`config.mk`:
```
export PLATFORM = sky130hd
export DESIGN_NAME = pid_controller_top
export DESIGN_NICKNAME = d
export VERILOG_FILES = /design/src/pid_ctrl_pkg.sv /design/src/pid_controller_top.sv
export VERILOG_INCLUDE_DIRS = /design/src /design/src/src
export SDC_FILE = /design/constraint.sdc
export NUM_CORES = 2
export LEC_CHECK = 0
export ABC_AREA = 1
export BUFFER_PORTS_ARGS = -buffer_cell sky130_fd_sc_hd__buf_2
export CAP_MARGIN = 40
export CELL_PAD_IN_SITES_DETAIL_PLACEMENT = 0
export CELL_PAD_IN_SITES_GLOBAL_PLACEMENT = 1
export CORE_MARGIN = 4
export CORE_UTILIZATION = 51
export CTS_BUF_LIST = sky130_fd_sc_hd__clkbuf_16
export CTS_CLUSTER_SIZE = 12
export DETAILED_ROUTE_END_ITERATION = 6
export PLACE_DENSITY_LB_ADDON = 0.3
export SETUP_SLACK_MARGIN = 0.5
export SLEW_MARGIN = 10
export SYNTH_ARGS = -nofsm -noshare
export SYNTH_HDL_FRONTEND = slang
export SYNTH_SLANG_ARGS = --single-unit
```
`constraint.sdc`:
```
create_clock -name i_clk -period 9.4 [get_ports i_clk]
set_input_delay 2.82 -clock i_clk [delete_from_list [all_inputs] [get_ports i_clk]]
set_output_delay 2.82 -clock i_clk [all_outputs]
set_load 0.01 [all_outputs]
```
`src/assert_macros.svh`:
```
// Assertion macros used by the RTL of the PID controller.
`ifndef ASSERT_MACROS_SVH
`define ASSERT_MACROS_SVH

`ifndef ASSERT_OFF

// Same-cycle implication, checked at every rising clock edge outside reset.
`define ASSERT_IMPLY(label, clk, rst_n, ante, cons) \
    label: assert property (@(posedge clk) disable iff (!(rst_n)) (ante) |-> (cons)) \
        else $error("assertion failed: same-cycle implication");

// Next-cycle implication, checked at every rising clock edge outside reset.
`define ASSERT_NEXT(label, clk, rst_n, ante, cons) \
    label: assert property (@(posedge clk) disable iff (!(rst_n)) (ante) |=> (cons)) \
        else $error("assertion failed: next-cycle implication");

`else

`define ASSERT_IMPLY(label, clk, rst_n, ante, cons)
`define ASSERT_NEXT(label, clk, rst_n, ante, cons)

`endif

`endif

```
`src/pid_ctrl_pkg.sv`:
```
// Package with widths, register indexes and limits of the PID controller.
`default_nettype none

package pid_ctrl_pkg;

    localparam int FRACTION_BITS_DEF = 12;
    localparam int ERROR_WIDTH_DEF   = 16;
    localparam int GAIN_WIDTH        = 24;
    localparam int DRIVE_WIDTH       = 32;
    localparam int APB_DATA_WIDTH    = 32;
    localparam int CFG_ADDR_WIDTH    = 4;
    localparam int CFG_INDEX_WIDTH   = 2;

    typedef logic [CFG_INDEX_WIDTH-1:0] t_reg_index;

    localparam t_reg_index REG_KP = 2'd0;
    localparam t_reg_index REG_KI = 2'd1;
    localparam t_reg_index REG_KD = 2'd2;

    localparam logic signed [DRIVE_WIDTH-1:0] DRIVE_MAX = {1'b0, {(DRIVE_WIDTH-1){1'b1}}};
    localparam logic signed [DRIVE_WIDTH-1:0] DRIVE_MIN = {1'b1, {(DRIVE_WIDTH-1){1'b0}}};

endpackage

`default_nettype wire

```
`src/pid_controller_top.sv`:
```
// Discrete PID controller: one error sample in, one saturated drive value out.
// An accepted input transaction is registered in the input stage, then in the output register.
// Throughput: one sample per cycle unless the output stalls; the integral update and the
// ki*sum multiply sit in separate stages, so the accumulator loop closes in the input stage.
// Reset (i_rst_n low, synchronous) clears the gains, the integral sum, the previous error
// and all valid flags.
`default_nettype none

`include "assert_macros.svh"

module pid_controller_top
    import pid_ctrl_pkg::*;
#(
    parameter int FRACTION_BITS = FRACTION_BITS_DEF,
    parameter int ERROR_WIDTH   = ERROR_WIDTH_DEF
) (
    input  wire logic                                  i_clk,
    input  wire logic                                  i_rst_n,

    // Configuration port (APB style).
    input  wire logic                                  psel,
    input  wire logic                                  penable,
    input  wire logic                                  pwrite,
    input  wire logic [CFG_ADDR_WIDTH-1:0]             paddr,
    input  wire logic [APB_DATA_WIDTH-1:0]             pwdata,
    output logic      [APB_DATA_WIDTH-1:0]             prdata,
    output logic                                       pready,

    // Error sample stream.
    input  wire logic                                  s_axis_tvalid,
    output logic                                       s_axis_tready,
    // tdata: error [ERROR_WIDTH-1:0], zero padding above up to a whole byte.
    input  wire logic [((ERROR_WIDTH+7)/8)*8-1:0]      s_axis_tdata,

    // Drive stream.
    output logic                                       m_axis_tvalid,
    input  wire logic                                  m_axis_tready,
    // tdata: drive [31:0].
    output logic      [DRIVE_WIDTH-1:0]                m_axis_tdata,
    // tuser: saturated [0].
    output logic                                       m_axis_tuser
);

    localparam int DIFF_W = ERROR_WIDTH + 1;
    localparam int SUM_W  = DRIVE_WIDTH + 1;
    localparam int PP_W   = GAIN_WIDTH + ERROR_WIDTH;
    localparam int PI_W   = GAIN_WIDTH + DRIVE_WIDTH;
    localparam int PD_W   = GAIN_WIDTH + DIFF_W;
    // Three products of at most 56 bits each need two guard bits for their sum; ACC_W gives three.
    localparam int ACC_W  = GAIN_WIDTH + DRIVE_WIDTH + 3;

    // ------------------------------------------------------------------
    // Configuration registers. pready is tied high, so a write completes in
    // the access cycle. The register index is taken from the word address.
    // ------------------------------------------------------------------
    logic signed [GAIN_WIDTH-1:0] r_kp;
    logic signed [GAIN_WIDTH-1:0] r_ki;
    logic signed [GAIN_WIDTH-1:0] r_kd;

    logic       cfg_wr;
    t_reg_index cfg_index;
    logic       ki_clear;

    assign pready    = 1'b1;
    assign cfg_wr    = psel & penable & pwrite & pready;
    assign cfg_index = paddr[CFG_ADDR_WIDTH-1:2];
    // Writing a zero integral gain also empties the integral sum.
    assign ki_clear  = cfg_wr && (cfg_index == REG_KI) && (pwdata[GAIN_WIDTH-1:0] == '0);

    always_ff @(posedge i_clk) begin
        if (!i_rst_n) begin
            r_kp <= '0;
            r_ki <= '0;
            r_kd <= '0;
        end else if (cfg_wr) begin
            case (cfg_index)
                REG_KP: r_kp <= pwdata[GAIN_WIDTH-1:0];
                REG_KI: r_ki <= pwdata[GAIN_WIDTH-1:0];
                REG_KD: r_kd <= pwdata[GAIN_WIDTH-1:0];
                default: ;
            endcase
        end
    end

    // Reads return the gain sign-extended to the bus width.
    always_comb begin
        case (cfg_index)
            REG_KP:  prdata = {{(APB_DATA_WIDTH-GAIN_WIDTH){r_kp[GAIN_WIDTH-1]}}, r_kp};
            REG_KI:  prdata = {{(APB_DATA_WIDTH-GAIN_WIDTH){r_ki[GAIN_WIDTH-1]}}, r_ki};
            REG_KD:  prdata = {{(APB_DATA_WIDTH-GAIN_WIDTH){r_kd[GAIN_WIDTH-1]}}, r_kd};
            default: prdata = '0;
        endcase
    end

    // ------------------------------------------------------------------
    // Handshake. The output register frees up when its transaction is taken,
    // and the input stage moves forward whenever the output register can
    // load, so a new sample is taken in every cycle under full flow.
    // ------------------------------------------------------------------
    logic r_s1_vld;
    logic r_out_vld;
    logic out_load_ok;
    logic s1_move;
    logic in_accept;

    assign out_load_ok   = !r_out_vld || m_axis_tready;
    assign s1_move       = r_s1_vld && out_load_ok;
    assign s_axis_tready = !r_s1_vld || s1_move;
    assign in_accept     = s_axis_tvalid && s_axis_tready;

    // ------------------------------------------------------------------
    // Input stage: saturating integral update and error difference.
    // ------------------------------------------------------------------
    logic signed [DRIVE_WIDTH-1:0] r_sum;
    logic signed [ERROR_WIDTH-1:0] r_prev;

    logic signed [ERROR_WIDTH-1:0] in_err;
    logic signed [SUM_W-1:0]       sum_wide;
    logic signed [DRIVE_WIDTH-1:0] n_sum;
    logic                          sum_clamped;
    logic signed [DIFF_W-1:0]      n_diff;

    assign in_err = s_axis_tdata[ERROR_WIDTH-1:0];

    always_comb begin
        sum_wide    = SUM_W'(r_sum) + SUM_W'(in_err);
        // The sum overflowed 32 bits when its two top bits disagree.
        sum_clamped = sum_wide[SUM_W-1] != sum_wide[SUM_W-2];
        if (sum_clamped) begin
            n_sum = sum_wide[SUM_W-1] ? DRIVE_MIN : DRIVE_MAX;
        end else begin
            n_sum = sum_wide[DRIVE_WIDTH-1:0];
        end
        n_diff = DIFF_W'(in_err) - DIFF_W'(r_prev);
    end

    logic signed [ERROR_WIDTH-1:0] r_s1_err;
    logic signed [DIFF_W-1:0]      r_s1_diff;
    logic signed [DRIVE_WIDTH-1:0] r_s1_sum;
    logic                          r_s1_hit;

    always_ff @(posedge i_clk) begin
        if (!i_rst_n) begin
            r_sum    <= '0;
            r_prev   <= '0;
            r_s1_vld <= 1'b0;
        end else begin
            if (ki_clear) begin
                r_sum <= '0;
            end else if (in_accept) begin
                r_sum <= n_sum;
            end
            if (in_accept) begin
                r_prev   <= in_err;
                r_s1_vld <= 1'b1;
            end else if (s1_move) begin
                r_s1_vld <= 1'b0;
            end
        end
    end

    always_ff @(posedge i_clk) begin
        if (in_accept) begin
            r_s1_err  <= in_err;
            r_s1_diff <= n_diff;
            r_s1_sum  <= n_sum;
            r_s1_hit  <= sum_clamped;
        end
    end

    // ------------------------------------------------------------------
    // Output stage: three products, their sum, floor shift and clamp.
    // ------------------------------------------------------------------
    logic signed [PP_W-1:0]        prod_p;
    logic signed [PI_W-1:0]        prod_i;
    logic signed [PD_W-1:0]        prod_d;
    logic signed [ACC_W-1:0]       acc;
    logic signed [ACC_W-1:0]       acc_shr;
    logic                          drive_clamped;
    logic signed [DRIVE_WIDTH-1:0] n_drive;

    always_comb begin
        prod_p  = PP_W'(r_kp) * PP_W'(r_s1_err);
        prod_i  = PI_W'(r_ki) * PI_W'(r_s1_sum);
        prod_d  = PD_W'(r_kd) * PD_W'(r_s1_diff);
        acc     = ACC_W'(prod_p) + ACC_W'(prod_i) + ACC_W'(prod_d);
        // Arithmetic shift rounds toward minus infinity.
        acc_shr = acc >>> FRACTION_BITS;
        // In range only when all bits from the drive sign bit upward agree.
        drive_clamped = !((&acc_shr[ACC_W-1:DRIVE_WIDTH-1]) ||
                          (~|acc_shr[ACC_W-1:DRIVE_WIDTH-1]));
        if (drive_clamped) begin
            n_drive = acc_shr[ACC_W-1] ? DRIVE_MIN : DRIVE_MAX;
        end else begin
            n_drive = acc_shr[DRIVE_WIDTH-1:0];
        end
    end

    logic [DRIVE_WIDTH-1:0] r_out_drive;
    logic                   r_out_sat;

    always_ff @(posedge i_clk) begin
        if (!i_rst_n) begin
            r_out_vld <= 1'b0;
        end else if (s1_move) begin
            r_out_vld <= 1'b1;
        end else if (m_axis_tready) begin
            r_out_vld <= 1'b0;
        end
    end

    always_ff @(posedge i_clk) begin
        if (s1_move) begin
            r_out_drive <= n_drive;
            r_out_sat   <= r_s1_hit || drive_clamped;
        end
    end

    assign m_axis_tvalid = r_out_vld;
    assign m_axis_tdata  = r_out_drive;
    assign m_axis_tuser  = r_out_sat;

    // ------------------------------------------------------------------
    // Assertions.
    // ------------------------------------------------------------------
    // A zero integral gain write leaves an empty integral sum behind.
    `ASSERT_NEXT(a_ki_zero_clears_sum, i_clk, i_rst_n, ki_clear, r_sum == '0)
    // An accepted sample always occupies the input stage in the next cycle.
    `ASSERT_NEXT(a_accept_fills_s1, i_clk, i_rst_n, in_accept, r_s1_vld)
    // A held input stage keeps its sample until the output register takes it.
    `ASSERT_NEXT(a_s1_holds, i_clk, i_rst_n, r_s1_vld && !out_load_ok,
                 r_s1_vld && $stable(r_s1_err) && $stable(r_s1_sum))
    // With both stages full and the output stalled, no new sample is taken.
    `ASSERT_IMPLY(a_full_backpressure, i_clk, i_rst_n,
                  r_s1_vld && r_out_vld && !m_axis_tready, !s_axis_tready)

endmodule

`default_nettype wire
```
==> flow_summary.yaml <==
power:
  netSwitchingPower_mw: 15.4
  p_clk_share_pct: 4.4
  intPower_mw: 11.1
  power.density_nw_per_um2: 339
  p_comb_share_pct: 89.7
  switching_share_pct: 58.1
  leakage_nw: 46.4
  power_frac_seq_pct: 5.9
  vdd_drop_max_uv: 813
setup_path:
  arrival_ns: 9.08
  crit_slowest_cell: "fa_2"
  slowest_delay_ns: 0.64
  worstSetupPathType: "reg2reg"
  cp_common_cell: "inv_1"
  worstPathRequired_ns: 9.76
  cp_max_fo: 8
  crit_path_start_kind: "flip-flop"
  end_kind: "flip-flop"
floorplan:
  die_y_um: 381
  ios: 127
  die_x_um: 381
  rows: 136
  die-area_um2: 145000
  start_util_pct: 51.5
  core_um2: 138000
layout:
  mostFrequentLayoutCells: "inv_1, nand2_1, fa_1"
  drive_gt1_share_pct: 9.68
  layout_commonest_cell: "inv_1"
  nets: 11000
  layoutNonFillerInstCount: 10800
  area_delta_synth_final_pct: 9.98
place:
  gp_congestion: 1.01
  dp_hpwl_mm: 192
  port_buffers: 115
  post-place-ws_ns: 0.326
  placed_cells: 10600
clock_tree:
  cts_buffer_depth: 3
  htree_levels: 1
  clock_latency_ns: 0.61
  clock_sinks: 221
  cts_hold_buf: 0
  cts_tree: "yes"
  tritoncts.num_buffers: 30
  cts-root-buf: "clkbuf_16"
  path_clk_slew_ns: 0.07
route:
  drc: 0
  viasPerCell: 5.09
  wl_mm: 220
  vias: 54700
  ant_nets: 0
  wl_per_cell_um: 20.5
  first_pass_iters: 5
  drtIter0Drc: 4632
logic_synthesis:
  synth_cells: 8773
  syn_avg_cell_area_um2: 8.10
  ys_seq_area_share_pct: 7.62
  yosysUniqueCellTypes: 52
  synth_area_um2: 71100
  synthesis.nets: 10900
  ys.warnings.count: 0
  async_flop_share_pct: 0
  yosys.area.top_type: "fa_1"
  synth-seq-cells: 221
  synth-edff-count: 99
  synthFlopType: "dfxtp_1"
  synth_top_area_share_pct: 51.0
  synth_area_leaders: "fa_1, inv_1, nand2_1"
global_routing:
  grt_overflow_total: 0
  grt_usage_pct: 31.2
  grt_pass1_wl_mm: 345
  antenna_found_initial: 9
  grt_pass1_vias: 58100
  grt_max_degree: 89
timing:
  setup_viol: 0
  finalHoldViolCount: 0
  min_period_ns: 8.72
  setup_slack_ns: 0.680
  max_freq_mhz: 115
  maxSlewViolCount: 0
  slew_headroom_pct: 32.1
  tns_ns: 0
  rsz0062_at_grt: "true"
  worst_slew_pin_slew_ns: 1.02
  fin_worst_skew_ns: 0.0213
  post-route-period-util_pct: 92.8
  hold_ws_ns: 0.459
flow_run:
  cap_violations: 0
worst_hold_path:
  min_path_type: "reg2reg"
status:
  status: "complete, no violations"
[per-stage QoR]
| step | power [mW] | cell area (µm²) | util, % |
|---|---|---|---|
| floorplan | 13.3 | 71100 | - |
| global placement | 21.3 | 75200 | 54.5 |
| detailed placement | 21.3 | 75300 | 54.5 |
| CTS | 22.7 | 76400 | 55.3 |
| global route | 28.7 | 78200 | 56.7 |
| finish | 26.5 | 78200 | 56.7 |
[synth_stat cells, types with 2 or more instances]
library cell	instances
nor2_4	2
a21o_1	12
o211ai_1	15
a31oi_1	4
nand3_1	119
a211oi_1	3
o21ai_2	2
o31ai_1	2
inv_2	16
or2_2	10
inv_1	2860
nor4_1	8
o21bai_1	12
xor2_1	56
edfxtp_1	99
buf_6	6
o221ai_1	8
nand2_2	13
a21oi_1	191
nor3_2	2
nand4_1	19
nor2_2	8
dfxtp_1	122
and3_1	3
o21a_1	4
nor4_2	2
nand3b_1	2
fa_1	1813
o21ai_0	132
buf_2	8
nor3_1	14
clkbuf_1	351
buf_1	10
buf_4	10
ha_1	284
xnor2_1	26
nand2_1	2217
nor2_1	286
nand3_2	5
clkinv_1	5
[final timing paths]
| kind | depth (start not counted) | from | endpoint | slack, ns |
|---|---|---|---|---|
| max reg2reg | 37 | r_s1_err[10]$_DFFE_PP_ | m_axis_tdata[6]$_DFFE_PP_ | 0.68 |
| max | 37 | r_s1_err[10]$_DFFE_PP_ | m_axis_tdata[6]$_DFFE_PP_ | 0.68 |
| min reg2reg | 2 | r_prev[6]$_SDFFE_PN0P_ | r_prev[6]$_SDFFE_PN0P_ | 0.46 |
| min | 2 | r_prev[6]$_SDFFE_PN0P_ | r_prev[6]$_SDFFE_PN0P_ | 0.46 |
[what timing repair did]
item,4_1_cts,5_1_grt
setup buffers,8,42
gates cloned,0,4
setup endpoints to repair,32,32
pin swaps,0,75
gates resized for setup,16,370
[cells by family after synthesis]
kind of cell | count (synthesis) | synth area share (%)
xor+xnor | 82 | 1.01
simple gates | 2714 | 14.9
flops | 221 | 7.62
other cells | 1 | 0.00527
buf+inv | 3266 | 17.4
fa+ha+maj | 2097 | 56.0
compound gates | 392 | 3.02
[cell type report]
cell class	count	area [µm²]
antenna	2	5.00
inverter	2881	10800
sequential	221	5460
timing repair buffer	453	4010
clock buffer	31	776
multi-input combinational	5286	54600
fill	12900	59800
clock inverter	25	223
tap	1863	2330
[per-layer routing]
layer	track usage (%)	up-vias	wire length, µm
met5	0	-	41
met3	6.66	330	21300
li1	-	24400	-
met4	8.06	6	7470
met2	49.2	2008	99400
met1	44.3	28000	92200
[power by group through the flow]
stage          Clock (mW)  Sequential [mW]  Combinational (mW)
6_report             1.17             1.56                23.8
5_1_grt              1.23             1.58                25.9
4_1_cts              1.19             1.61                19.9
3_5_place_dp            0             1.63                19.6
3_3_place_gp            0             1.64                19.6
2_1_floorplan           0             1.58                11.7
[worst max-delay path: cells and delay by family, from the launching register on]
kind	cells	cell delay, ns
DFF	1	0.55
and+or+nand+nor	15	1.64
AOI/OAI and AO/OA	1	0.25
buffers and inverters	11	1.07
adders and majority gates	10	4.94
[sequential cells by signal, summed over array words and instances (netlist names), 17 cells and up]
signal	count
r_s1_sum	32
r_sum	32
m_axis_tdata	32
r_kd	24
r_ki	24
r_kp	24
r_s1_diff	17
(Power assumes the default switching activity.)
